File: config.mk
export PLATFORM = sky130hd
export DESIGN_NAME = sukey_seq
export DESIGN_NICKNAME = d
export VERILOG_FILES = /design/src/design/sukey_pkg.sv /design/src/design/sukey_seq.sv
export SDC_FILE = /design/constraint.sdc
export NUM_CORES = 1
export LEC_CHECK = 0
export CAP_MARGIN = 40
export CORE_AREA = 2 2 316 318
export DETAILED_ROUTE_END_ITERATION = 6
export DIE_AREA = 0 0 318 320
export DONT_BUFFER_PORTS = 1
export PLACE_DENSITY_LB_ADDON = 0.25
export SYNTH_ARGS = -nofsm -noshare
export SYNTH_HDL_FRONTEND = slang
export SYNTH_SLANG_ARGS = --single-unit
File: constraint.sdc
create_clock -name clk -period 12.79 [get_ports clk]
set_input_delay 3.1975 -clock clk [delete_from_list [all_inputs] [get_ports clk]]
set_output_delay 3.1975 -clock clk [all_outputs]
set_load 0.02 [all_outputs]
File: src/design/sukey_pkg.sv
package sukey_pkg;

  localparam int MAX_ENTRIES_DEF = 64;
  localparam int WORD_W          = 64;
  localparam int KEY_WORDS       = 4;
  localparam int KEY_W           = WORD_W * KEY_WORDS;
  localparam int SLOT_W          = 6;
  localparam int COUNT_W         = 7;

  typedef enum logic [1:0] {
    STATUS_OK   = 2'd0,
    STATUS_ZERO = 2'd1,
    STATUS_FULL = 2'd2,
    STATUS_DUP  = 2'd3
  } status_t;

  typedef enum logic [0:0] {
    MODE_INSERT = 1'b0,
    MODE_CLEAR  = 1'b1
  } mode_t;

  typedef enum logic [2:0] {
    ST_IDLE,
    ST_SEARCH,
    ST_SHIFT,
    ST_WRITE,
    ST_DONE
  } state_t;

  typedef struct packed {
    logic [0:0]        mode;
    logic [WORD_W-1:0] key_word0;
    logic [WORD_W-1:0] key_word1;
    logic [WORD_W-1:0] key_word2;
    logic [WORD_W-1:0] key_word3;
  } req_t;

  typedef struct packed {
    status_t            status;
    logic [SLOT_W-1:0]  slot;
    logic [COUNT_W-1:0] entry_count;
  } rsp_t;

endpackage

File: src/design/sukey_seq.sv
module sukey_seq #(
  parameter int MAX_ENTRIES = sukey_pkg::MAX_ENTRIES_DEF,
  parameter int IW          = 6,
  parameter int CW          = 7
) (
  input  logic                        clk,
  input  logic                        rst,
  input  logic                        req_valid,
  output logic                        req_ready,
  input  sukey_pkg::req_t             req,
  output logic                        we,
  output logic [IW-1:0]               waddr,
  output logic [sukey_pkg::KEY_W-1:0] wdata,
  output logic [IW-1:0]               raddr,
  input  logic [sukey_pkg::KEY_W-1:0] rdata,
  output logic                        done_valid,
  input  logic                        done_ready,
  output sukey_pkg::rsp_t             done_rsp
);

  sukey_pkg::state_t           state, state_next;
  logic [CW-1:0]               count, count_next;
  logic [IW-1:0]               ptr, ptr_next;
  logic [IW-1:0]               pos, pos_next;
  logic [sukey_pkg::KEY_W-1:0] key, key_next;
  sukey_pkg::rsp_t             rsp, rsp_next;
  logic [sukey_pkg::KEY_W-1:0] req_key;

  assign req_key  = {req.key_word0, req.key_word1, req.key_word2, req.key_word3};
  assign done_rsp = rsp;

  always_ff @(posedge clk) begin
    if (rst) begin
      state <= sukey_pkg::ST_IDLE;
      count <= '0;
    end else begin
      state <= state_next;
      count <= count_next;
    end
  end

  always_ff @(posedge clk) begin
    ptr <= ptr_next;
    pos <= pos_next;
    key <= key_next;
    rsp <= rsp_next;
  end

  always_comb begin
    state_next = state;
    count_next = count;
    ptr_next   = ptr;
    pos_next   = pos;
    key_next   = key;
    rsp_next   = rsp;
    raddr      = ptr;
    we         = 1'b0;
    waddr      = pos;
    wdata      = key;
    req_ready  = (state == sukey_pkg::ST_IDLE);
    done_valid = (state == sukey_pkg::ST_DONE);
    case (state)
      sukey_pkg::ST_IDLE: begin
        if (req_valid) begin
          key_next = req_key;
          rsp_next.slot        = '0;
          rsp_next.entry_count = sukey_pkg::COUNT_W'(count);
          if (req.mode == sukey_pkg::MODE_CLEAR) begin
            count_next           = '0;
            rsp_next.status      = sukey_pkg::STATUS_OK;
            rsp_next.entry_count = '0;
            state_next           = sukey_pkg::ST_DONE;
          end else if (req_key == '0) begin
            rsp_next.status = sukey_pkg::STATUS_ZERO;
            state_next      = sukey_pkg::ST_DONE;
          end else if (count >= CW'(MAX_ENTRIES)) begin
            rsp_next.status = sukey_pkg::STATUS_FULL;
            state_next      = sukey_pkg::ST_DONE;
          end else if (count == '0) begin
            pos_next   = '0;
            state_next = sukey_pkg::ST_WRITE;
          end else begin
            ptr_next   = '0;
            raddr      = '0;
            state_next = sukey_pkg::ST_SEARCH;
          end
        end
      end
      sukey_pkg::ST_SEARCH: begin
        if (key == rdata) begin
          rsp_next.status = sukey_pkg::STATUS_DUP;
          state_next      = sukey_pkg::ST_DONE;
        end else if (key < rdata) begin
          pos_next   = ptr;
          ptr_next   = IW'(count - CW'(1));
          raddr      = IW'(count - CW'(1));
          state_next = sukey_pkg::ST_SHIFT;
        end else if (CW'(ptr) + CW'(1) == count) begin
          pos_next   = IW'(count);
          state_next = sukey_pkg::ST_WRITE;
        end else begin
          ptr_next = ptr + IW'(1);
          raddr    = ptr + IW'(1);
        end
      end
      sukey_pkg::ST_SHIFT: begin
        we    = 1'b1;
        waddr = ptr + IW'(1);
        wdata = rdata;
        if (ptr == pos) begin
          state_next = sukey_pkg::ST_WRITE;
        end else begin
          ptr_next = ptr - IW'(1);
          raddr    = ptr - IW'(1);
        end
      end
      sukey_pkg::ST_WRITE: begin
        we                   = 1'b1;
        waddr                = pos;
        wdata                = key;
        count_next           = count + CW'(1);
        rsp_next.status      = sukey_pkg::STATUS_OK;
        rsp_next.slot        = sukey_pkg::SLOT_W'(pos);
        rsp_next.entry_count = sukey_pkg::COUNT_W'(count + CW'(1));
        state_next           = sukey_pkg::ST_DONE;
      end
      sukey_pkg::ST_DONE: begin
        if (done_ready) begin
          state_next = sukey_pkg::ST_IDLE;
        end
      end
      default: begin
        state_next = sukey_pkg::ST_IDLE;
      end
    endcase
  end

endmodule

Word level (Yosys, flattened, before mapping)

Index checks and enable logic that the tools add are counted.

Flip-flop bits (word level): 293
Input port bits: 517
Output and inout bits: 286
Word-level logic and storage cells: 89

Add/subtract/negate cells: 5
$lt $le $gt $ge: 2
Equality and inequality tests: 19
Muxes and demuxes: 43
Reductions and logical operators: 12

Operators with widths:

| kind                | count |
|---|---|
| $eq 256x256->1      | 1 |
| $logic_not 256->1   | 1 |
| $lt 256x256->1      | 1 |
| $mux 256            | 1 |
| $mux 6              | 18 |
| $mux 3              | 9 |
| $pmux 13 s2         | 1 |
| $pmux 6 s3          | 1 |
| $mux 15             | 1 |
| $pmux 3 s5          | 1 |
| $mux 7              | 2 |
| $ne 2x2->1 const B  | 7 |
| $pmux 7 s2          | 1 |
| $pmux 6 s2          | 1 |
| $sub 6x1->6 const B | 2 |
| $mux 2              | 5 |
| $reduce_and 4->1    | 2 |
| $reduce_and 8->1    | 1 |
| $add 6x1->7 const B | 1 |
| $add 7x1->7 const B | 1 |
| $eq 7x7->1          | 1 |
| $ge 7x7->1 const B  | 1 |
| $logic_not 7->1     | 1 |
| $add 6x1->6 const B | 1 |
| other kinds (15)    | 19 |

Longest topological paths before layout

Gate-level depths: netlist (run 1).

Depth in word-level cells: 7
Mapped depth: 12
Depth with buffers taken out: 11

Worst setup path before layout (run 1)

No wires, ideal clock.

Path kind: in2reg
From: in req_valid
To: reg count[4]
Setup time: 129 ps
Arrival: 10621 ps
Required time: 12661 ps
Slack: 2040 ps
Cell stages on the path: 5
Buffers on the path: 1
Cells stage by stage: and2_1 -> or2_2 -> clkbuf_1 -> mux2i_1 -> nor2_1

Word-level cells in the longest chain between the ends: 2

Ends and longest elaborated chain:

| item                       | RTL line        | source |
|---|---|---|
| from (decl)                | sukey_seq.sv:8  | `input logic req_valid,` |
| $ne 2x2->1 (no line)       | --              |  |
| $reduce_and 2->1 (no line) | --              |  |
| to (signal assigned)       | sukey_seq.sv:38 | `count <= count_next;` |
| to (decl)                  | sukey_seq.sv:22 | `logic [CW-1:0] count, count_next;` |

Every way passes these cells.
A chain may end at the register's enable or synchronous reset.

Final worst setup path (run 1)

From: in rdata[126] in the netlist's numbering
To: out raddr[1]

Word-level cells in the longest chain between the ends: 4
Elaborated cells on any way between the ends: 5
Classes of those cells: 1 x order compare; 1 x eq/ne; 3 x mux

Ends and longest elaborated chain:

| item           | RTL line        | source |
|---|---|---|
| from (decl)    | sukey_seq.sv:15 | `input logic [sukey_pkg::KEY_W-1:0] rdata,` |
| $lt 256x256->1 | sukey_seq.sv:93 | `end else if (key < rdata) begin` |
| $mux 6         | sukey_seq.sv:93 |  |
| $mux 6 (*)     | sukey_seq.sv:90 | `if (key == rdata) begin` |
| $pmux 6 s3 (*) | --              |  |
| to (decl)      | sukey_seq.sv:14 | `output logic [IW-1:0] raddr,` |

Every way passes the cells marked *; elsewhere a longest branch is shown, timed or not.

==> impl_summary.txt, run 1 <==
----------------------------------------------------
[Run status]
  Outcome ... completed

[Timing]
  Time the final worst path needs with I/O delays and setup ... between 10000 and 15000 ps
  RSZ-0062 raised after global routing ... false
  Slew HR ... between 30% and 40%
  Count of final max-slew check failures ... 0
  Worst clock skew ... 27.3 ps
  Worst Setup Slack, final ... around 2500 ps
  Hold Vio Cnt, Final ... 0
  Tightest Pin Transition ... between 1000 and 1500 ps
  Share of the cycle needed by the critical path after routing ... between 80% and 90%
  Sum Neg Setup Slack ... 0 ps
  Setup-violating endpoint count in the final report ... 0
  Highest Clock Rate ... 0.0972 GHz

[CTS]
  Insertion delay to the later sink of the worst-skew pair ... just under 600 ps
  Clock buffers created by TritonCTS ... a little over 40
  Bufs on Longest Clock Path ... 3
  Clock-pin slew of the registers on the worst-case setup and hold paths ... about 50 ps
  CTS tree ... built
  Buffer count from post-CTS setup fixing ... 0
  Cts-stage hold buffer count ... 0
  Number of gates given a new drive strength after cts ... 0
  CTS H-tree depth ... 2
  Sink count of the clock tree ... 293
  CTS Root Cell ... sky130_fd_sc_hd__clkbuf_16

[Routing]
  Number of DRC violations after detailed routing ... 0
  Via density per instance ... 4.70
  Post-detailed-route count of antenna-violating nets ... 0
  Pre-antenna DRT Iters ... 5
  Total number of vias ... about 16k
  Total wire length ... between 80000 and 90000 microns
  First-iteration detailed-routing DRC count ... 973
  Mean routed wirelength per cell ... roughly 24 microns

[Placement]
  IO Port Bufs ... 0
  Half-perimeter wire length after detailed placement ... a little over 70000 microns
  Final weighted congestion in routability-driven placement ... around 0.91
  Post-placement setup slack ... about 2300 ps

[Setup path]
  CP delay by family, top ... simple AND/OR/NAND/NOR gates
  Endpoint of the worst register-to-register path ... ptr[4]
  Cell count of the worst reg-to-reg path ... 9
  Startpoint types ... input port
  Critical path data required time ... ~9600 ps
  Kind of end point of the critical path ... output port
  Max Fanout on Critical Path ... 6
  Source of the worst register-to-register timing path ... key[126]
  Chain of cells forming the critical path ... inv_1 > ha_1 > nand4_1 > nor4_1 > nand2_1 > nor4_1 > a21o_2 > o211ai_1 > o221a_1 > o221ai_1 > buf_4
  Arrival time reported for the critical path endpoint ... 7090 ps
  CP dominant cell by count ... sky130_fd_sc_hd__nor4_1
  Launching instance or port of the critical path ... rdata[126]
  R2r setup slk ... roughly 8500 ps
  Critical path type ... input port to output port
  Worst path bufs/invs ... 2
  Critical-path cell with the highest stage delay ... sky130_fd_sc_hd__nor4_1
  Crit-path max cell delay ... 690 ps

[Pwr]
  Part of the power in registers ... a little over a third
  P_leak ... between 9 and 10 nW
  Switching power ... 1.57 mW
  Peak supply drop ... just over 0.1 mV
  Share of total power in the clock network ... between 30% and 40%
  Combinational Power Share ... about a third
  Power per Cell Area ... roughly 170 nW/um^2
  Post-layout power ... 3.87 mW
  Int Pwr ... 2.30 mW
  Sw Share ... 40.6%

[Synthesis]
  Cell type with the largest total area after synthesis ... sky130_fd_sc_hd__edfxtp_1
  Flip-flop and latch count after synthesis ... between 200 and 300
  Synthesis warning total ... 0
  Number of enable-type register cells in the synthesized netlist ... between 200 and 300
  Distinct cells, synth ... slightly below 80
  Top flip-flop cell by instance count after synthesis ... sky130_fd_sc_hd__edfxtp_1
  Syn Std Cell Area ... between 15000 and 20000 sq um
  Commonest cells post-synth ... sky130_fd_sc_hd__nand2_1, sky130_fd_sc_hd__o21ai_0, sky130_fd_sc_hd__edfxtp_1
  Avg Synthesized Cell Area ... ~9.3 sq um
  Area share of the leading cell type in the synthesized netlist ... 42.2%
  Most repeated cell in the gate-level netlist after synthesis ... sky130_fd_sc_hd__nand2_1
  Largest cells by area after synthesis ... sky130_fd_sc_hd__edfxtp_1, sky130_fd_sc_hd__ha_1, sky130_fd_sc_hd__o21ai_0, sky130_fd_sc_hd__nand2_1, sky130_fd_sc_hd__inv_1
  Mapped Cells ... roughly 2.1k
  Synth Net Count ... roughly 2.9k
  Async S/R FF share, synth ... 0%
  Sequential share of the synthesized area ... approximately 44%

[Run]
  Max cap viols ... 0

[Floorplanning]
  Width of the die ... 318 microns
  Top-level I/O count ... around 800
  Overall die height ... roughly 320 microns
  Starting Density ... roughly 20%
  Number of rows created at floorplan ... approximately 120
  Die area ... 102000 sq um
  Floorplan core area ... slightly below 100000 sq um

[Final layout]
  Layout cells sized above 1 ... under 10%
  Area of all sequential standard cells ... 8640 sq um
  Area of the multi-input gates ... ~9800 sq um
  Layout overhead on the synthesized area ... 16.8%
  Layout fillers ... about 11k
  Nets ... 2961

[Hold path]
  Min-Delay Path Depth ... 2
  Hold-critical path endpoint ... count[1]
  HP Start ... count[1]
  Worst hold path class ... register to register

[Global routing]
  Via count of the first global-routing pass ... between 15k and 20k
  Global-route wire length before repair ... about 120000 microns
  Largest net degree at the start of global routing ... 223
  Total GRT Usage ... about 16%
  Aggregate global routing overflow ... 0
  Initial antenna violation count ... 8

----------------------------------------------------
==> placed cells by master (no fill, tap or decap), types with 10 or more instances in the layout <==
cell | synthesis | layout
sky130_fd_sc_hd__a21o_1 | 20 | 20
sky130_fd_sc_hd__o211ai_1 | 10 | 10
sky130_fd_sc_hd__dfxtp_1 | 16 | 16
sky130_fd_sc_hd__and3_1 | 15 | 15
sky130_fd_sc_hd__inv_1 | 268 | 268
sky130_fd_sc_hd__clkbuf_16 | 0 | 43
sky130_fd_sc_hd__o21ai_0 | 312 | 309
sky130_fd_sc_hd__edfxtp_1 | 277 | 277
sky130_fd_sc_hd__nand2_1 | 343 | 342
sky130_fd_sc_hd__a21oi_1 | 114 | 114
sky130_fd_sc_hd__nand3_1 | 36 | 36
sky130_fd_sc_hd__buf_4 | 1 | 38
sky130_fd_sc_hd__nand4_1 | 78 | 78
sky130_fd_sc_hd__buf_2 | 3 | 46
sky130_fd_sc_hd__xor2_1 | 10 | 10
sky130_fd_sc_hd__xnor2_1 | 14 | 14
sky130_fd_sc_hd__nor2_1 | 51 | 51
sky130_fd_sc_hd__ha_1 | 261 | 261
sky130_fd_sc_hd__nor4_1 | 82 | 82
sky130_fd_sc_hd__o21ai_1 | 11 | 13
sky130_fd_sc_hd__nor3_1 | 21 | 21
sky130_fd_sc_hd__a211oi_1 | 11 | 11
==> power groups by stage <==
stage | clock [mW] | sequential (mW) | combinational (mW)
3_5_place_dp | 0 | 1.39 | 1.35
3_3_place_gp | 0 | 1.39 | 1.30
4_1_cts | 1.21 | 1.37 | 1.36
2_1_floorplan | 0 | 1.36 | 0.946
6_report | 1.17 | 1.37 | 1.33
5_1_grt | 1.24 | 1.39 | 1.47
==> worst max-delay path by stage <==
stage,slack (ps),endpoint,depth (start not counted)
4_1_cts,2290,raddr[1],12
6_report,2500,raddr[1],11
2_1_floorplan,2040,count[4],5
5_1_grt,2180,raddr[1],11
3_3_place_gp,1990,raddr[1],11
3_5_place_dp,2330,raddr[1],12
==> registers in the layout, indices dropped and copies added (netlist names) <==
register,flops
key,256
done_rsp,15
count,7
pos,6
ptr,6
state,3
==> cells by family (layout without fill, tap and decap cells) <==
group | after synthesis | after routing | synth area share [%]
buf+inv | 341 | 435 | 6.61
compound gates | 537 | 537 | 15.5
mux | 3 | 3 | 0.152
fa+ha+maj | 261 | 261 | 16.6
other cells | 0 | 8 | 0
xor+xnor | 25 | 25 | 1.18
flops | 293 | 293 | 43.8
simple gates | 662 | 662 | 16.2
==> metrics by stage <==
stage / utilization [%] / std cells / hold slack, ps / instance area [sq um]
after floorplan: - / 2122 / 548 / 19700
after global placement: 21.7 / 3364 / 615 / 21300
after detailed placement: 22.1 / 3426 / 624 / 21700
after CTS: 23.5 / 3502 / 632 / 23000
after global routing: 23.5 / 3511 / 677 / 23000
final: 23.5 / 3511 / 626 / 23000
==> layout make-up <==
class | count | area share [%]
multi-input cells | 1488 | 42.5
flip-flops and latches | 293 | 37.5
well taps | 1287 | 6.99
clock buffers | 52 | 4.86
inverters | 268 | 4.37
repair buffers | 91 | 2.74
clock inverters | 24 | 0.934
diodes | 8 | 0.0869
==> per-layer routing <==
layer / vias to the layer above / wire length, microns / global-route usage [%]
met2: 652 / 42900 / 29.0
met5: - / 21 / 0
met1: 7882 / 32700 / 17.8
met3: 107 / 7210 / 5.34
met4: 4 / 2500 / 5.35
li1: 7846 / - / -
==> worst register-to-register path, cell delays in order, from the launching register on <==
cell	delay [ps]
sky130_fd_sc_hd__edfxtp_1	440
sky130_fd_sc_hd__ha_1	410
sky130_fd_sc_hd__nand4_1	270
sky130_fd_sc_hd__nor4_1	690
sky130_fd_sc_hd__nand2_1	400
sky130_fd_sc_hd__nor4_1	640
sky130_fd_sc_hd__a21o_2	340
sky130_fd_sc_hd__o211ai_1	320
sky130_fd_sc_hd__a21oi_1	240
sky130_fd_sc_hd__a31o_1	420
(Power assumes the default switching activity.)
==> run 2: changes to the inputs <==
Clock period 12.79 ns to 9.4 ns, I/O delays scaled along.
==> run 2 against run 1 <==
Compared with the run above:
- global-route usage decreased by 0.19 points
- sequential power up 36%
- cell count down 0.20%
- hold slack got worse by 3.3 ps
- register-to-register slack worse by 3200 ps
- combinational power rose by 35%
- flip-flop and latch count stayed put
- via count increased by 0.11%
- die area did not move
- utilization rose by 0.14 points
==> impl_summary.txt, run 2 (synthesis results as in run 1) <==
----------------------------------------------------
[Run status]
  Outcome ... completed

[Final layout]
  Nets ... around 3.0k
  Layout overhead on the synthesized area ... 17.5%
  Total non-filler cell area in the finished layout ... approximately 23000 sq um
  Area of the multi-input gates ... 9790 sq um
  Most common library cell in the layout ignoring fill and taps ... sky130_fd_sc_hd__nand2_1
  Core Util, Final ... 23.6%
  Register with the highest flop count ... key
  Layout Cells excl Fill ... 3504
  Most frequent cells in the layout ... sky130_fd_sc_hd__nand2_1, sky130_fd_sc_hd__o21ai_0, sky130_fd_sc_hd__edfxtp_1, sky130_fd_sc_hd__inv_1, sky130_fd_sc_hd__ha_1
  Max FFs per register ... 256
  Layout cells sized above 1 ... 8.36%
  Layout fillers ... about 11k
  Area of all sequential standard cells ... between 8000 and 9000 sq um

[Setup path]
  Critical path data required time ... between 7000 and 8000 ps
  Worst path bufs/invs ... 3
  CP delay by family, top ... simple AND/OR/NAND/NOR gates
  Startpoint types ... input port
  Kind of end point of the critical path ... output port
  Cell count of the worst reg-to-reg path ... 10
  Critical path type ... input port to output port
  Chain of cells forming the critical path ... inv_1 > ha_1 > nand4_1 > nor4_1 > nand2_1 > nor4_1 > buf_4 > a21o_2 > o211ai_1 > o221a_1 > o221ai_1 > buf_4
  Arrival time reported for the critical path endpoint ... a little under 6000 ps
  Max Fanout on Critical Path ... 6
  Launching instance or port of the critical path ... rdata[126]
  Critical-path cell with the highest stage delay ... sky130_fd_sc_hd__nor4_1
  Crit-path max cell delay ... between 700 and 800 ps
  Source of the worst register-to-register timing path ... key[126]
  Number of gates on the worst path with buffers counted ... 12

[CTS]
  Sink count of the clock tree ... roughly 300
  Insertion delay to the later sink of the worst-skew pair ... slightly below 600 ps
  CTS H-tree depth ... 2
  Clock buffers created by TritonCTS ... 40
  CTS tree ... built
  CTS Root Cell ... sky130_fd_sc_hd__clkbuf_16
  Number of gates given a new drive strength after cts ... 0
  Buffer count from post-CTS setup fixing ... 0
  Cts-stage hold buffer count ... 0
  Clock-pin slew of the registers on the worst-case setup and hold paths ... roughly 50 ps
  Bufs on Longest Clock Path ... 3

[Global routing]
  Largest net degree at the start of global routing ... around 210
  Initial antenna violation count ... 8
  Via count of the first global-routing pass ... about 17k
  Total GRT Usage ... 16.0%
  Aggregate global routing overflow ... 0
  Global-route wire length before repair ... 119000 microns

[Routing]
  Pre-antenna DRT Iters ... 5
  First-iteration detailed-routing DRC count ... ~900
  Mean routed wirelength per cell ... 24.0 microns
  Number of DRC violations after detailed routing ... 0
  Post-detailed-route count of antenna-violating nets ... 0
  Total number of vias ... ~17k
  Via density per instance ... between 4 and 5
  Total wire length ... ~84000 microns

[Timing]
  RSZ-0062 raised after global routing ... false
  Hold Vio Cnt, Final ... 0
  Sum Neg Setup Slack ... 0 ps
  Worst Setup Slack, final ... 1090 ps
  Share of the cycle needed by the critical path after routing ... approximately nine tenths
  Count of final max-slew check failures ... 0
  Setup-violating endpoint count in the final report ... 0
  Highest Clock Rate ... between 0.1 and 0.15 GHz
  Worst clock skew ... between 20 and 25 ps
  Hold WS ... just over 600 ps
  Tightest Pin Transition ... about 1100 ps
  Time the final worst path needs with I/O delays and setup ... 8310 ps
  Slew HR ... 29.6%

[Hold path]
  Min-Delay Path Depth ... 2
  HP Start ... count[1]
  Worst hold path class ... register to register

[Pwr]
  P_leak ... approximately 10 nW
  Post-layout power ... ~5.4 mW
  Power per Cell Area ... 233 nW/um^2
  Peak supply drop ... 0.153 mV

[Placement]
  Half-perimeter wire length after detailed placement ... roughly 70000 microns
  Final weighted congestion in routability-driven placement ... around 0.88
  Post-placement setup slack ... between 800 and 900 ps
  IO Port Bufs ... 0
  Placed standard-cell area ... 21700 sq um
  Instance count after placement with tap cells included ... between 3k and 4k

[Floorplanning]
  Overall die height ... around 320 microns
  Width of the die ... about 320 microns
  Starting Density ... about 20%
  Die area ... between 100000 and 150000 sq um
  Number of rows created at floorplan ... 115
  Top-level I/O count ... 803
  Floorplan core area ... roughly 98000 sq um

[Run]
  Max cap viols ... 0

----------------------------------------------------
run 2: cell types whose count changed in the layout (fill, tap and decap cells not counted), moves of 2 or more:
cell | before | now
sky130_fd_sc_hd__buf_4 | 38 | 43
sky130_fd_sc_hd__buf_12 | 2 | 4
sky130_fd_sc_hd__bufinv_16 | 4 | 9
sky130_fd_sc_hd__clkinv_1 | 9 | 3
sky130_fd_sc_hd__buf_2 | 46 | 42
sky130_fd_sc_hd__clkbuf_8 | 1 | 3
sky130_fd_sc_hd__clkbuf_1 | 8 | 3
sky130_fd_sc_hd__diode_2 | 8 | 3
sky130_fd_sc_hd__clkinvlp_4 | 1 | 4
run 2: where the power goes:
| part | total, mW | switching (mW) | internal, mW |
|---|---|---|---|
| Combinational | 1.80 | 1.31 | 0.486 |
| Clock | 1.73 | 0.647 | 1.09 |
| Sequential | 1.87 | 0.172 | 1.69 |
run 2: final timing paths:
kind / to / slack [ps]
hold reg to reg: count[1] / 620
setup / recovery: raddr[1] / 1090
hold / removal: count[1] / 620
setup reg to reg: ptr[4] / 5300
run 2: cell type report:
type / instances / area share, %
diodes: 3 / 0.0324
inverters: 268 / 4.34
clock buffers: 48 / 4.76
well taps: 1287 / 6.95
flip-flops and latches: 293 / 37.3
repair buffers: 91 / 2.76
multi-input cells: 1488 / 42.2
clock inverters: 26 / 1.63
run 2: layer usage:
metal,vias up,part of all wire [%],GRT usage (%)
li1,7835,-,-
met1,7872,39,17.7
met2,674,50,28.3
met3,122,8.4,5.45
met4,6,3.3,5.28
met5,-,0.051,0
run 2: worst register-to-register path, delay by kind of cell (launching register included):
| kind | cells | cell delay, ps |
|---|---|---|
| flip-flops | 1 | 430 |
| AND/OR/NAND/NOR | 4 | 1760 |
| buffers and inverters | 1 | 170 |
| adder cells (fa/ha/maj) | 1 | 390 |
| AO/OA/AOI/OAI | 4 | 1200 |
==> run 3: changes to the inputs <==
Settings changed: CTS_CLUSTER_DIAMETER set to 50, PLACE_DENSITY_LB_ADDON 0.25 to not set.
==> run 3 against run 2 <==
Compared with the run above:
- flip-flop and latch count stayed put
- fmax is 0.68% lower
- die area did not move
- first-iteration DRC count up 29%
- sequential share of layout area down 0.60 points
- non-clock buffer count rose by 8
- register-to-register slack worse by 80 ps
==> impl_summary.txt, run 3 (synthesis results as in run 1) <==
----------------------------------------------------
[CTS]
  Clock-pin slew of the registers on the worst-case setup and hold paths ... 50 ps
  Clock buffers created by TritonCTS ... 52
  Buffer count from post-CTS setup fixing ... 0
  Cts-stage hold buffer count ... 0
  Insertion delay to the later sink of the worst-skew pair ... between 600 and 700 ps
  CTS Root Cell ... sky130_fd_sc_hd__clkbuf_16
  CTS tree ... built
  Bufs on Longest Clock Path ... 3
  Number of gates given a new drive strength after cts ... 0
  Sink count of the clock tree ... 293
  CTS H-tree depth ... 2

[Pwr]
  Peak supply drop ... 0.158 mV
  Switching power ... about 2.3 mW
  Part of the power in registers ... 33.1%
  Sw Share ... about two fifths
  Combinational Power Share ... 32.7%
  Share of total power in the clock network ... between 30% and 40%
  Power per Cell Area ... 241 nW/um^2
  P_leak ... slightly above 10 nW
  Post-layout power ... ~5.7 mW
  Int Pwr ... around 3.4 mW

[Global routing]
  Initial antenna violation count ... 12
  Via count of the first global-routing pass ... approximately 16k
  Total GRT Usage ... 16.3%
  Aggregate global routing overflow ... 0
  Largest net degree at the start of global routing ... 180
  Global-route wire length before repair ... 119000 microns

[Routing]
  Pre-antenna DRT Iters ... 5
  Total wire length ... roughly 87000 microns
  Number of DRC violations after detailed routing ... 0
  Total number of vias ... roughly 17k
  Via density per instance ... roughly 4.8
  Post-detailed-route count of antenna-violating nets ... 0
  First-iteration detailed-routing DRC count ... 1162
  Mean routed wirelength per cell ... 24.5 microns

[Setup path]
  Critical-path cell with the highest stage delay ... sky130_fd_sc_hd__nor4bb_1
  Crit-path max cell delay ... ~740 ps
  Critical path data required time ... roughly 7100 ps
  Endpoint of the worst register-to-register path ... ptr[4]
  Startpoint types ... input port
  Max Fanout on Critical Path ... 6
  Chain of cells forming the critical path ... inv_1 > ha_1 > and4_1 > nor4bb_1 > nand3_1 > nor4_1 > a21o_2 > o211ai_1 > a21oi_1 > a31o_1
  Arrival time reported for the critical path endpoint ... ~6000 ps
  Kind of end point of the critical path ... output port
  Source of the worst register-to-register timing path ... key[60]
  Cell count of the worst reg-to-reg path ... 9
  Critical path type ... input port to output port
  R2r setup slk ... roughly 5200 ps

[Floorplanning]
  Number of rows created at floorplan ... 115
  Top-level I/O count ... 803
  Overall die height ... between 300 and 400 microns
  Starting Density ... between 20% and 30%
  Floorplan core area ... slightly below 100000 sq um
  Die area ... 102000 sq um
  Width of the die ... ~320 microns

[Final layout]
  Layout overhead on the synthesized area ... 19.4%
  Register with the highest flop count ... key
  Max FFs per register ... 256
  Area of the multi-input gates ... 9800 sq um
  Most frequent cells in the layout ... sky130_fd_sc_hd__nand2_1, sky130_fd_sc_hd__o21ai_0, sky130_fd_sc_hd__edfxtp_1, sky130_fd_sc_hd__inv_1, sky130_fd_sc_hd__ha_1
  Layout Cells excl Fill ... around 3.5k
  Core Util, Final ... ~24%
  Layout cells sized above 1 ... under 10%
  Nets ... just under 3k
  Most common library cell in the layout ignoring fill and taps ... sky130_fd_sc_hd__nand2_1
  Layout fillers ... 10.6k
  Area of all sequential standard cells ... between 8000 and 9000 sq um
  Total non-filler cell area in the finished layout ... between 20000 and 25000 sq um

[Timing]
  RSZ-0062 raised after global routing ... false
  Share of the cycle needed by the critical path after routing ... about nine tenths
  Hold WS ... between 600 and 700 ps
  Sum Neg Setup Slack ... 0 ps
  Setup-violating endpoint count in the final report ... 0
  Slew HR ... 38.2%
  Worst clock skew ... 27.0 ps
  Hold Vio Cnt, Final ... 0
  Highest Clock Rate ... 0.120 GHz
  Tightest Pin Transition ... 917 ps
  Worst Setup Slack, final ... 1040 ps
  Time the final worst path needs with I/O delays and setup ... roughly 8400 ps
  Count of final max-slew check failures ... 0

[Placement]
  Half-perimeter wire length after detailed placement ... around 73000 microns
  Instance count after placement with tap cells included ... between 3k and 4k
  Final weighted congestion in routability-driven placement ... roughly 0.96
  Post-placement setup slack ... ~830 ps
  IO Port Bufs ... 0
  Placed standard-cell area ... roughly 22000 sq um

[Hold path]
  HP Start ... count[1]
  Min-Delay Path Depth ... 2
  Hold-critical path endpoint ... count[1]
  Worst hold path class ... register to register

[Run]
  Max cap viols ... 0

[Run status]
  Outcome ... completed

----------------------------------------------------
## run 3: cell type report
cell class | count | share of cell area (%)
multi-input cells | 1488 | 41.6
diodes | 7 | 0.0744
flip-flops and latches | 293 | 36.7
clock inverters | 41 | 1.71
clock buffers | 56 | 5.77
well taps | 1287 | 6.84
repair buffers | 99 | 3.05
inverters | 268 | 4.27
## run 3: worst max path at each step
stage	startpoint	endpoint	slack [ps]	cells past startpoint
finish	rdata[55]	raddr[4]	1040	10
CTS	rdata[55]	raddr[4]	820	10
global placement	rdata[138]	raddr[2]	650	11
detailed placement	rdata[55]	raddr[4]	830	10
global route	rdata[54]	raddr[4]	640	10
floorplan	rdata[30]	raddr[0]	2150	11
## run 3: power groups by stage
stage	clock, mW	sequential, mW	combinational, mW
after detailed placement	0	1.90	1.87
after global routing	2.03	1.89	2.03
after CTS	1.99	1.87	1.88
after floorplan	0	1.83	1.29
final	1.94	1.87	1.85
after global placement	0	1.90	1.81
## run 3: worst max-delay path, delay by kind of cell
kind / cells / cell delay [ps]
buffers and inverters: 1 / 40
adders and majority gates: 1 / 310
AOI/OAI and AO/OA: 4 / 1340
and+or+nand+nor: 4 / 1940
## run 3: layer usage
metal | up-vias | track usage (%) | wire length [microns]
met5 | - | 0 | 71
met1 | 7960 | 17.5 | 32200
met2 | 811 | 28.4 | 42300
met3 | 186 | 6.03 | 8310
li1 | 7884 | - | -
met4 | 12 | 7.31 | 3930
